[src/rtl/rhp_pkg.sv]
// RTP header parser: shared types and constants.
// No dependencies; compile first.
package rhp_pkg;

    localparam int unsigned COUNT_W     = 16;
    localparam int unsigned FIXED_LEN   = 12;
    localparam int unsigned EXT_HDR_LEN = 4;
    localparam int unsigned PARSE_W     = 19;  // fixed + CSRC + ext header + 4 * 65535 words
    localparam logic [1:0]  RTP_VERSION = 2'd2;
    localparam logic [7:0]  P_MASK      = 8'h20;
    localparam logic [7:0]  X_MASK      = 8'h10;
    localparam logic [7:0]  CC_MASK     = 8'h0f;

    typedef enum logic [3:0] {
        ST_OK       = 4'd0,
        ST_SHORT    = 4'd1,
        ST_VERSION  = 4'd2,
        ST_CSRC     = 4'd3,
        ST_EXT_HDR  = 4'd4,
        ST_EXT_BODY = 4'd5,
        ST_PAD_ROOM = 4'd6,
        ST_PAD_ZERO = 4'd7,
        ST_PAD_FIT  = 4'd8,
        ST_OVERSIZE = 4'd9
    } t_status;

    // Header capture state, as seen after the current byte is taken.
    typedef struct packed {
        logic [COUNT_W-1:0] byte_count;
        logic               too_long;
        logic [7:0]         first_byte;
        logic [7:0]         type_byte;
        logic [15:0]        seq;
        logic [31:0]        stamp;
        logic [31:0]        source;
        logic [15:0]        profile;
        logic [15:0]        ext_len;
    } t_hdr;

    typedef struct packed {
        t_status     status;
        logic [7:0]  marker_and_type;
        logic [15:0] seq_number;
        logic [31:0] time_stamp;
        logic [31:0] source_id;
        logic [3:0]  csrc_count;
        logic        extension_present;
        logic [15:0] extension_profile;
        logic [15:0] extension_words;
        logic [15:0] payload_offset;
        logic [15:0] payload_length;
        logic [7:0]  pad_count;
    } t_result;

endpackage

[src/rtl/rhp_if.sv]
// RTP header parser channel interfaces: byte stream in, parse result out.
// Depends on nothing but the valid/ready convention.
interface rhp_in_if;
    logic       valid;
    logic       ready;
    logic [7:0] data_byte;
    logic       last_byte;

    modport source (output valid, output data_byte, output last_byte, input ready);
    modport sink   (input valid, input data_byte, input last_byte, output ready);
endinterface

interface rhp_out_if;
    logic        valid;
    logic        ready;
    logic [3:0]  status;
    logic [7:0]  marker_and_type;
    logic [15:0] seq_number;
    logic [31:0] time_stamp;
    logic [31:0] source_id;
    logic [3:0]  csrc_count;
    logic        extension_present;
    logic [15:0] extension_profile;
    logic [15:0] extension_words;
    logic [15:0] payload_offset;
    logic [15:0] payload_length;
    logic [7:0]  pad_count;

    modport source (
        output valid, input ready,
        output status, output marker_and_type, output seq_number,
        output time_stamp, output source_id, output csrc_count,
        output extension_present, output extension_profile, output extension_words,
        output payload_offset, output payload_length, output pad_count
    );
    modport sink (
        input valid, output ready,
        input status, input marker_and_type, input seq_number,
        input time_stamp, input source_id, input csrc_count,
        input extension_present, input extension_profile, input extension_words,
        input payload_offset, input payload_length, input pad_count
    );
endinterface

[src/rtl/rhp_capture.sv]
// Byte counter and positional capture of the RTP fixed and extension header.
// Depends on rhp_pkg.
module rhp_capture #(
    parameter int unsigned MAX_PACKET_BYTES = 65535
) (
    input  logic          i_clk,
    input  logic          i_rst_n,
    input  logic          i_step,
    input  logic [7:0]    i_data,
    input  logic          i_last,
    output rhp_pkg::t_hdr o_hdr
);
    import rhp_pkg::*;

    localparam logic [COUNT_W-1:0] MAX_CNT = COUNT_W'(MAX_PACKET_BYTES);

    t_hdr               r_hdr;
    t_hdr               n_hdr;
    logic [COUNT_W-1:0] w_pos;
    logic [COUNT_W-1:0] w_ext_at;

    assign w_pos    = r_hdr.byte_count;
    // extension header sits right after the CSRC list
    assign w_ext_at = COUNT_W'(FIXED_LEN) + COUNT_W'({r_hdr.first_byte[3:0], 2'b00});

    always_comb begin
        n_hdr = r_hdr;
        if (i_step) begin
            if (r_hdr.byte_count < MAX_CNT) begin
                if (w_pos == COUNT_W'(0)) begin
                    n_hdr.first_byte = i_data;
                end else if (w_pos == COUNT_W'(1)) begin
                    n_hdr.type_byte = i_data;
                end else if (w_pos < COUNT_W'(4)) begin
                    n_hdr.seq = {r_hdr.seq[7:0], i_data};
                end else if (w_pos < COUNT_W'(8)) begin
                    n_hdr.stamp = {r_hdr.stamp[23:0], i_data};
                end else if (w_pos < COUNT_W'(FIXED_LEN)) begin
                    n_hdr.source = {r_hdr.source[23:0], i_data};
                end
                if (w_pos == w_ext_at || w_pos == w_ext_at + COUNT_W'(1)) begin
                    n_hdr.profile = {r_hdr.profile[7:0], i_data};
                end else if (w_pos == w_ext_at + COUNT_W'(2) ||
                             w_pos == w_ext_at + COUNT_W'(3)) begin
                    n_hdr.ext_len = {r_hdr.ext_len[7:0], i_data};
                end
                n_hdr.byte_count = r_hdr.byte_count + COUNT_W'(1);
            end else begin
                // drop the byte, remember the overrun
                n_hdr.too_long = 1'b1;
            end
        end
    end

    assign o_hdr = n_hdr;

    always_ff @(posedge i_clk) begin
        if (!i_rst_n) begin
            r_hdr <= '0;
        end else if (i_step && i_last) begin
            r_hdr <= '0;
        end else begin
            r_hdr <= n_hdr;
        end
    end

endmodule

[src/rtl/rhp_check.sv]
// Final-byte checks of an RTP packet: status, payload offset, length and padding.
// Depends on rhp_pkg; purely combinational.
module rhp_check (
    input  rhp_pkg::t_hdr    i_hdr,
    input  logic [7:0]       i_last_data,
    output rhp_pkg::t_result o_res
);
    import rhp_pkg::*;

    logic [PARSE_W-1:0] w_len;
    logic [PARSE_W-1:0] w_base;
    logic [PARSE_W-1:0] w_ext_hdr_end;
    logic [PARSE_W-1:0] w_ext_end;
    logic [PARSE_W-1:0] w_parsed;
    logic [PARSE_W-1:0] w_pad_end;
    logic [7:0]         w_pad;
    logic               w_has_p;
    logic               w_has_x;
    t_status            w_status;

    assign w_has_p       = |(i_hdr.first_byte & P_MASK);
    assign w_has_x       = |(i_hdr.first_byte & X_MASK);
    assign w_len         = PARSE_W'(i_hdr.byte_count);
    assign w_base        = PARSE_W'(FIXED_LEN) + PARSE_W'({i_hdr.first_byte[3:0], 2'b00});
    assign w_ext_hdr_end = w_base + PARSE_W'(EXT_HDR_LEN);
    assign w_ext_end     = w_ext_hdr_end + PARSE_W'({i_hdr.ext_len, 2'b00});
    assign w_parsed      = w_has_x ? w_ext_end : w_base;
    assign w_pad         = w_has_p ? i_last_data : 8'd0;
    assign w_pad_end     = w_parsed + PARSE_W'(w_pad);

    always_comb begin
        if (i_hdr.too_long) begin
            w_status = ST_OVERSIZE;
        end else if (w_len < PARSE_W'(FIXED_LEN)) begin
            w_status = ST_SHORT;
        end else if (i_hdr.first_byte[7:6] != RTP_VERSION) begin
            w_status = ST_VERSION;
        end else if (w_base > w_len) begin
            w_status = ST_CSRC;
        end else if (w_has_x && w_ext_hdr_end > w_len) begin
            w_status = ST_EXT_HDR;
        end else if (w_has_x && w_ext_end > w_len) begin
            w_status = ST_EXT_BODY;
        end else if (w_has_p && w_parsed >= w_len) begin
            w_status = ST_PAD_ROOM;
        end else if (w_has_p && w_pad == 8'd0) begin
            w_status = ST_PAD_ZERO;
        end else if (w_has_p && w_pad_end > w_len) begin
            w_status = ST_PAD_FIT;
        end else begin
            w_status = ST_OK;
        end
    end

    always_comb begin
        o_res                 = '0;
        o_res.status          = w_status;
        o_res.marker_and_type = i_hdr.type_byte;
        o_res.seq_number      = i_hdr.seq;
        o_res.time_stamp      = i_hdr.stamp;
        o_res.source_id       = i_hdr.source;
        o_res.csrc_count      = i_hdr.first_byte[3:0] & CC_MASK[3:0];
        if (w_status == ST_OK) begin
            o_res.extension_present = w_has_x;
            o_res.extension_profile = w_has_x ? i_hdr.profile : 16'd0;
            o_res.extension_words   = w_has_x ? i_hdr.ext_len : 16'd0;
            o_res.payload_offset    = w_parsed[15:0];
            o_res.payload_length    = 16'(w_len - w_pad_end);
            o_res.pad_count         = w_pad;
        end
    end

endmodule

[src/rtl/rtp_header_parser.sv]
// RTP header parser top level: input byte register, capture, checks, result register.
// Depends on rhp_pkg, rhp_if, rhp_capture and rhp_check.
//
// Usage:
//   i_in carries the packet one byte per transaction (data_byte), with
//   last_byte high on the final byte. o_res carries one transaction per
//   packet: status, the fixed header fields, the extension header, the
//   payload offset and length and the pad size. The extension, payload
//   and pad fields read as zero when the status is not ok.
//   Throughput: one byte per cycle, across packet boundaries, sustained
//   unless a final byte meets a result the receiver has not yet taken.
//   The final byte is registered in the input register and its result in
//   the result register; capture and checks are combinational between the two.
//   Bytes beyond MAX_PACKET_BYTES are dropped and the packet ends in
//   the oversize status.
//   Reset (synchronous, i_rst_n low) clears the byte counter, the captured
//   header and both valid flags.
//   When the receiver stalls, the result holds and ordinary bytes keep
//   flowing; only a final byte waits in the input register until the
//   result register frees up.
module rtp_header_parser #(
    parameter int unsigned MAX_PACKET_BYTES = 65535
) (
    input logic        i_clk,
    input logic        i_rst_n,
    rhp_in_if.sink     i_in,
    rhp_out_if.source  o_res
);
    import rhp_pkg::*;

    logic       r_in_valid;
    logic [7:0] r_in_data;
    logic       r_in_last;
    logic       r_out_valid;
    t_result    r_out;
    logic       w_step;
    t_hdr       w_hdr;
    t_result    w_res;

    // advance the input stage unless a final byte meets a held result
    assign w_step     = r_in_valid && (!r_in_last || !r_out_valid || o_res.ready);
    assign i_in.ready = !r_in_valid || w_step;

    always_ff @(posedge i_clk) begin
        if (!i_rst_n) begin
            r_in_valid <= 1'b0;
        end else if (i_in.valid && i_in.ready) begin
            r_in_valid <= 1'b1;
        end else if (w_step) begin
            r_in_valid <= 1'b0;
        end
    end

    always_ff @(posedge i_clk) begin
        if (i_in.valid && i_in.ready) begin
            r_in_data <= i_in.data_byte;
            r_in_last <= i_in.last_byte;
        end
    end

    rhp_capture #(
        .MAX_PACKET_BYTES(MAX_PACKET_BYTES)
    ) u_capture (
        .i_clk   (i_clk),
        .i_rst_n (i_rst_n),
        .i_step  (w_step),
        .i_data  (r_in_data),
        .i_last  (r_in_last),
        .o_hdr   (w_hdr)
    );

    rhp_check u_check (
        .i_hdr       (w_hdr),
        .i_last_data (r_in_data),
        .o_res       (w_res)
    );

    always_ff @(posedge i_clk) begin
        if (!i_rst_n) begin
            r_out_valid <= 1'b0;
        end else if (w_step && r_in_last) begin
            r_out_valid <= 1'b1;
        end else if (o_res.ready) begin
            r_out_valid <= 1'b0;
        end
    end

    always_ff @(posedge i_clk) begin
        if (w_step && r_in_last) begin
            r_out <= w_res;
        end
    end

    assign o_res.valid             = r_out_valid;
    assign o_res.status            = r_out.status;
    assign o_res.marker_and_type   = r_out.marker_and_type;
    assign o_res.seq_number        = r_out.seq_number;
    assign o_res.time_stamp        = r_out.time_stamp;
    assign o_res.source_id         = r_out.source_id;
    assign o_res.csrc_count        = r_out.csrc_count;
    assign o_res.extension_present = r_out.extension_present;
    assign o_res.extension_profile = r_out.extension_profile;
    assign o_res.extension_words   = r_out.extension_words;
    assign o_res.payload_offset    = r_out.payload_offset;
    assign o_res.payload_length    = r_out.payload_length;
    assign o_res.pad_count         = r_out.pad_count;

    a_err_zeroes: assert property (@(posedge i_clk) disable iff (!i_rst_n)
        (r_out_valid && r_out.status != ST_OK) |->
            (r_out.payload_offset == 16'd0 && r_out.pad_count == 8'd0 &&
             !r_out.extension_present && r_out.extension_words == 16'd0))
        else $error("error result carries nonzero payload fields");

    a_ok_offset: assert property (@(posedge i_clk) disable iff (!i_rst_n)
        (r_out_valid && r_out.status == ST_OK) |->
            (r_out.payload_offset >= 16'(FIXED_LEN) && r_out.payload_offset[1:0] == 2'b00))
        else $error("payload offset not a word multiple past the fixed header");

    a_ok_no_ext: assert property (@(posedge i_clk) disable iff (!i_rst_n)
        (r_out_valid && r_out.status == ST_OK && !r_out.extension_present) |->
            (r_out.extension_profile == 16'd0 && r_out.extension_words == 16'd0))
        else $error("extension fields set without an accepted extension");

    a_in_hold: assert property (@(posedge i_clk) disable iff (!i_rst_n)
        (r_in_valid && !w_step) |=>
            (r_in_valid && $stable(r_in_data) && $stable(r_in_last)))
        else $error("stalled final byte lost from the input register");

endmodule

[src/flat_wrapper.sv]
// flat-port wrapper written by rule: the top's interface ports become plain ports
module rtp_header_parser_flat import rhp_pkg::*;
#(
    parameter int unsigned MAX_PACKET_BYTES = 65535
)
  (i_clk, i_rst_n, i_in_valid, i_in_data_byte, i_in_last_byte, i_in_ready, o_res_valid, o_res_ready, o_res_status, o_res_marker_and_type, o_res_seq_number, o_res_time_stamp, o_res_source_id, o_res_csrc_count, o_res_extension_present, o_res_extension_profile, o_res_extension_words, o_res_payload_offset, o_res_payload_length, o_res_pad_count);
  rhp_in_if i_in_i ();
  rhp_out_if o_res_i ();
  input logic i_clk;
  input logic i_rst_n;
  input wire logic [$bits(i_in_i.valid)-1:0] i_in_valid;
  input wire logic [$bits(i_in_i.data_byte)-1:0] i_in_data_byte;
  input wire logic [$bits(i_in_i.last_byte)-1:0] i_in_last_byte;
  output wire logic [$bits(i_in_i.ready)-1:0] i_in_ready;
  output wire logic [$bits(o_res_i.valid)-1:0] o_res_valid;
  input wire logic [$bits(o_res_i.ready)-1:0] o_res_ready;
  output wire logic [$bits(o_res_i.status)-1:0] o_res_status;
  output wire logic [$bits(o_res_i.marker_and_type)-1:0] o_res_marker_and_type;
  output wire logic [$bits(o_res_i.seq_number)-1:0] o_res_seq_number;
  output wire logic [$bits(o_res_i.time_stamp)-1:0] o_res_time_stamp;
  output wire logic [$bits(o_res_i.source_id)-1:0] o_res_source_id;
  output wire logic [$bits(o_res_i.csrc_count)-1:0] o_res_csrc_count;
  output wire logic [$bits(o_res_i.extension_present)-1:0] o_res_extension_present;
  output wire logic [$bits(o_res_i.extension_profile)-1:0] o_res_extension_profile;
  output wire logic [$bits(o_res_i.extension_words)-1:0] o_res_extension_words;
  output wire logic [$bits(o_res_i.payload_offset)-1:0] o_res_payload_offset;
  output wire logic [$bits(o_res_i.payload_length)-1:0] o_res_payload_length;
  output wire logic [$bits(o_res_i.pad_count)-1:0] o_res_pad_count;
  assign i_in_i.valid = i_in_valid;
  assign i_in_i.data_byte = i_in_data_byte;
  assign i_in_i.last_byte = i_in_last_byte;
  assign i_in_ready = i_in_i.ready;
  assign o_res_valid = o_res_i.valid;
  assign o_res_i.ready = o_res_ready;
  assign o_res_status = o_res_i.status;
  assign o_res_marker_and_type = o_res_i.marker_and_type;
  assign o_res_seq_number = o_res_i.seq_number;
  assign o_res_time_stamp = o_res_i.time_stamp;
  assign o_res_source_id = o_res_i.source_id;
  assign o_res_csrc_count = o_res_i.csrc_count;
  assign o_res_extension_present = o_res_i.extension_present;
  assign o_res_extension_profile = o_res_i.extension_profile;
  assign o_res_extension_words = o_res_i.extension_words;
  assign o_res_payload_offset = o_res_i.payload_offset;
  assign o_res_payload_length = o_res_i.payload_length;
  assign o_res_pad_count = o_res_i.pad_count;
  rtp_header_parser #(.MAX_PACKET_BYTES(MAX_PACKET_BYTES)) u_core (.i_clk(i_clk), .i_rst_n(i_rst_n), .i_in(i_in_i), .o_res(o_res_i));
endmodule
[config.mk]
export PLATFORM = sky130hd
export DESIGN_NAME = rtp_header_parser_flat
export DESIGN_NICKNAME = d
export VERILOG_FILES = /design/src/rtl/rhp_pkg.sv /design/src/rtl/rhp_if.sv /design/src/rtl/rhp_capture.sv /design/src/rtl/rhp_check.sv /design/src/rtl/rtp_header_parser.sv /design/src/flat_wrapper.sv
export SDC_FILE = /design/constraint.sdc
export NUM_CORES = 1
export LEC_CHECK = 0
export ABC_CLOCK_PERIOD_IN_PS = 23600
export BUFFER_PORTS_ARGS = -buffer_cell sky130_fd_sc_hd__buf_4
export CORE_MARGIN = 3
export CORE_UTILIZATION = 40
export CTS_CLUSTER_DIAMETER = 80
export DETAILED_ROUTE_END_ITERATION = 7
export SLEW_MARGIN = 20
export SYNTH_ARGS = -nofsm -noshare
export SYNTH_HDL_FRONTEND = slang
export SYNTH_SLANG_ARGS = --single-unit
[constraint.sdc]
create_clock -name i_clk -period 23.6 [get_ports i_clk]
set_input_delay 1.18 -clock i_clk [delete_from_list [all_inputs] [get_ports i_clk]]
set_output_delay 1.18 -clock i_clk [all_outputs]
set_load 0.005 [all_outputs]
==> out/qor.csv <==
stage,metric,value,unit
power,share of power burned in registers,45.2,%
die,core area,38110,µm²
place,DP HPWL,29.89,mm
power,switching power total,0.3128,mW
power,combinational share of power,9.0,%
die,initial core utilization,41.00,%
place,RD Place Congestion,0.9122,
setup_path,"most used cell, CP",ha_1,
detailed_routing,final WL,41.97,mm
power,Clock Power Share,45.8,%
synth,Synth cell types,69,
min_path,Min-Delay Endpoint,u_core.u_capture.r_hdr[62],
power,total chip power,1.344,mW
detailed_routing,vias per cell,5.191,
place,dpl cells,2118,
global_routing,first-pass GRT wire length,64.16,mm
clock_network,Post-CTS Setup Inserts,0,
clock_network,"Clk Latency, worst-skew pair",0.56,ns
synth,Post-Synthesis Cells,1474,
clock_network,CTS max path bufs,3,
outcome,status,finished clean,
min_path,worst hold stages,2,
die,Die W,203.7,µm
detailed_routing,Detail Route Antenna Nets,0,
synth,ys async rst share,0,%
timing,relative slew slack,27.65,%
clock_network,total CTS buffers,37,
min_path,worst hold start,u_core.u_capture.r_hdr[62],
power,internal power,1.032,mW
setup_path,crit path DAT,9.41,ns
clock_network,CTS Hold Buffers Added,0,
synth,synthesis-stage register bit count,323,
power,power per cell area,71.33,nW/µm²
cells_and_area,nets,1750,
timing,final hold vios,0,
die,die extent in y,203.7,µm
clock_network,# clock sinks,323,
power,worst vdd ir,0.06525,mV
setup_path,crit path kind,in -> reg,
setup_path,reg2reg start,u_core.u_capture.w_pos[8],
die,FP Rows,71,
setup_path,slowest CP cell,nor4_4,
die,die area,41470,µm²
cells_and_area,diode count,0,
setup_path,CP Launch Type,input pin,
setup_path,cell count of the worst reg-to-reg path,29,
setup_path,Critical Path RT,23.86,ns
detailed_routing,drt pass-1 iters,5,
timing,Final Slew Violations,0,
timing,RSZ-0062 raised after global routing,no,
detailed_routing,DRT iter0 DRCs,714,
setup_path,R2R setup slack,14.46,ns
cells_and_area,fill count,3430,
detailed_routing,vias post-DR,11347,
timing,final worst slack,14.44,ns
synth,Synth top area share,33.82,%
global_routing,vias in the first global route,11118,
timing,setup TNS,0,ns
timing,Worst Tran Pin Value,1.077,ns
detailed_routing,Residual DRC,0,
synth,Ys Warns,0,
setup_path,CP endpoint kind,flip-flop,
timing,fin crit period,9.155,ns
setup_path,Worst Path Max Fanout,70,
synth,"Top FF cell, synth",edfxtp_1,
synth,"area leader, netlist",edfxtp_1,
global_routing,GR Util All Layers,19.80,%
clock_network,post-cts gate resize count,0,
detailed_routing,wire length per cell,19.20,µm
timing,Final Hold Slack,0.4588,ns
global_routing,largest net degree at the start of global routing,80,
synth,Post-synth EDFFs,176,
clock_network,"Clk pin slew, worst setup/hold paths",0.06,ns
setup_path,worst stage delay on the critical path,0.96,ns
global_routing,grt total ovfl,0,
die,Ports,184,
global_routing,initial antenna violation count,0,
cells_and_area,Layout area overhead,20.61,%
power,Sw Share,23.27,%
power,Leak,7.854,nW
synth,cell area after synthesis,15630,µm²
synth,mean post-synth cell area,10.60,µm²
job,max cap viols,0,
timing,Final Cycle Share,38.79,%
min_path,Hold Path Class,reg -> reg,
clock_network,TritonCTS clock tree,done,
timing,Fmax,109.2,MHz
setup_path,r2r endpoint,u_core.o_res.extension_profile[0],
place,PortBufs,181,
place,pre-CTS WS,13.96,ns
timing,clock skew,0.02515,ns
cells_and_area,final std cells w/o fill,2186,
cells_and_area,layout cells sized above 1,20.48,%
synth,ranking of synthesized cells by area,"edfxtp_1 34%, dfxtp_1 19%, ha_1 7.0%",
clock_network,CTS root buffer,clkbuf_16,
synth,register area share after synthesis,52.65,%
timing,"Setup violations, final",0,
clock_network,H-Tree Depth,2,
-- cell usage in the layout (no fill, tap or decap), types with 26 or more instances in the layout --
cell type and n:
o21ai_0 36, inv_1 75, xnor2_1 37, nor2b_1 68, a21oi_1 78, dfxtp_1 147, nor3_1 53, nand3_1 26
nand2_1 150, ha_1 88, mux2i_1 41, buf_4 199, mux2_2 57, clkbuf_16 38, nor2_1 128, edfxtp_1 176
-- cell usage after synthesis (4+ instances only) --
cell type  number
mux2i_1        42
o21a_1          4
buf_4           9
dfxtp_1       147
inv_1          75
o211ai_1        8
nand3_1        26
mux2_2         57
and4_1          8
o31ai_1         5
buf_2           6
xor2_1         24
o21ai_0        36
and3_1         14
nand2_1       150
nor3b_1         6
nand2b_1       10
ha_1           88
nor3_1         53
a21boi_0        4
o21bai_1        4
nor2b_1        68
xnor2_1        37
nor2_1        128
a31oi_1         7
clkbuf_1       50
nor4_1          5
edfxtp_1      176
a21oi_1        78
or3_1           9
o2111ai_1       4
a211oi_1       12
a21o_1         21
buf_1           5
nand3b_1        6
nand4_1        22
or2_2          10
and2_1         14
-- stage by stage --
step,utilization [%],instance area (µm²)
after floorplan,-,15640
after global placement,45.94,17510
final,49.45,18850
after CTS,49.45,18850
after global routing,49.45,18850
after detailed placement,45.94,17510
-- flip-flops by register name, summed over array words and instances, names as in the netlist, 16 cells and up --
name	count
u_core.o_res.payload_length	16
u_core.o_res.source_id	32
u_core.o_res.seq_number	16
u_core.o_res.extension_profile	16
u_core.u_capture.r_hdr	129
u_core.o_res.time_stamp	32
u_core.u_capture.w_pos	16
u_core.o_res.extension_words	16
-- metal layers --
metal / vias to the layer above / share of wire, % / track usage [%]
met4: 0 / 2.6 / 6.293
met3: 68 / 4.8 / 3.863
li1: 5548 / - / -
met2: 268 / 46 / 31.65
met1: 5463 / 46 / 27.25
met5: - / 0 / 0
-- worst max path at each step --
stage / from / end / slack (ns) / cells after the start
finish: o_res_ready / u_core.o_res.extension_profile[0] / 14.44 / 30
CTS: o_res_ready / u_core.o_res.extension_words[8] / 14.52 / 29
floorplan: o_res_ready / u_core.o_res.payload_length[13] / 15.52 / 35
detailed placement: o_res_ready / u_core.o_res.extension_words[8] / 13.96 / 29
global placement: o_res_ready / u_core.o_res.payload_length[11] / 14.09 / 29
global route: u_core.u_capture.w_pos[8] / u_core.o_res.extension_profile[11] / 13.75 / 28
-- final cells by class --
type | instances | area, µm² | share of cell area (%)
inverter | 75 | 281.5 | 1.494
multi-input combinational | 1010 | 6867 | 36.43
clock inverter | 14 | 236.5 | 1.255
clock buffer | 54 | 1101 | 5.842
tap | 511 | 639.4 | 3.392
sequential | 323 | 8228 | 43.66
timing repair buffer | 199 | 1494 | 7.927
-- worst max-delay path: cells and delay by family --
| kind | cells | cell delay (ns) |
|---|---|---|
| AO/OA/AOI/OAI | 11 | 2.57 |
| adder cells (fa/ha/maj) | 3 | 0.85 |
| XOR/XNOR | 3 | 0.61 |
| buffers and inverters | 3 | 0.81 |
| multiplexers | 2 | 0.96 |
| AND/OR/NAND/NOR | 8 | 2.38 |
-- cells by family (layout without fill, tap and decap cells) --
group | Yosys count | count (layout) | synth area share [%]
AND/OR/NAND/NOR | 540 | 540 | 17.17
flip-flops | 323 | 323 | 52.65
AO/OA/AOI/OAI | 213 | 213 | 8.664
buffers and inverters | 145 | 342 | 3.747
multiplexers | 100 | 100 | 6.894
adder cells (fa/ha/maj) | 91 | 91 | 7.431
XOR/XNOR | 61 | 61 | 3.419
other | 1 | 5 | 0.02400
-- power groups by stage --
stage | logic [mW] | registers [mW] | clock network [mW]
global placement | 0.118 | 0.620 | 0
finish | 0.120 | 0.608 | 0.616
floorplan | 0.0763 | 0.619 | 0
global route | 0.132 | 0.609 | 0.654
CTS | 0.120 | 0.608 | 0.631
detailed placement | 0.119 | 0.620 | 0
(Power assumes the default switching activity.)
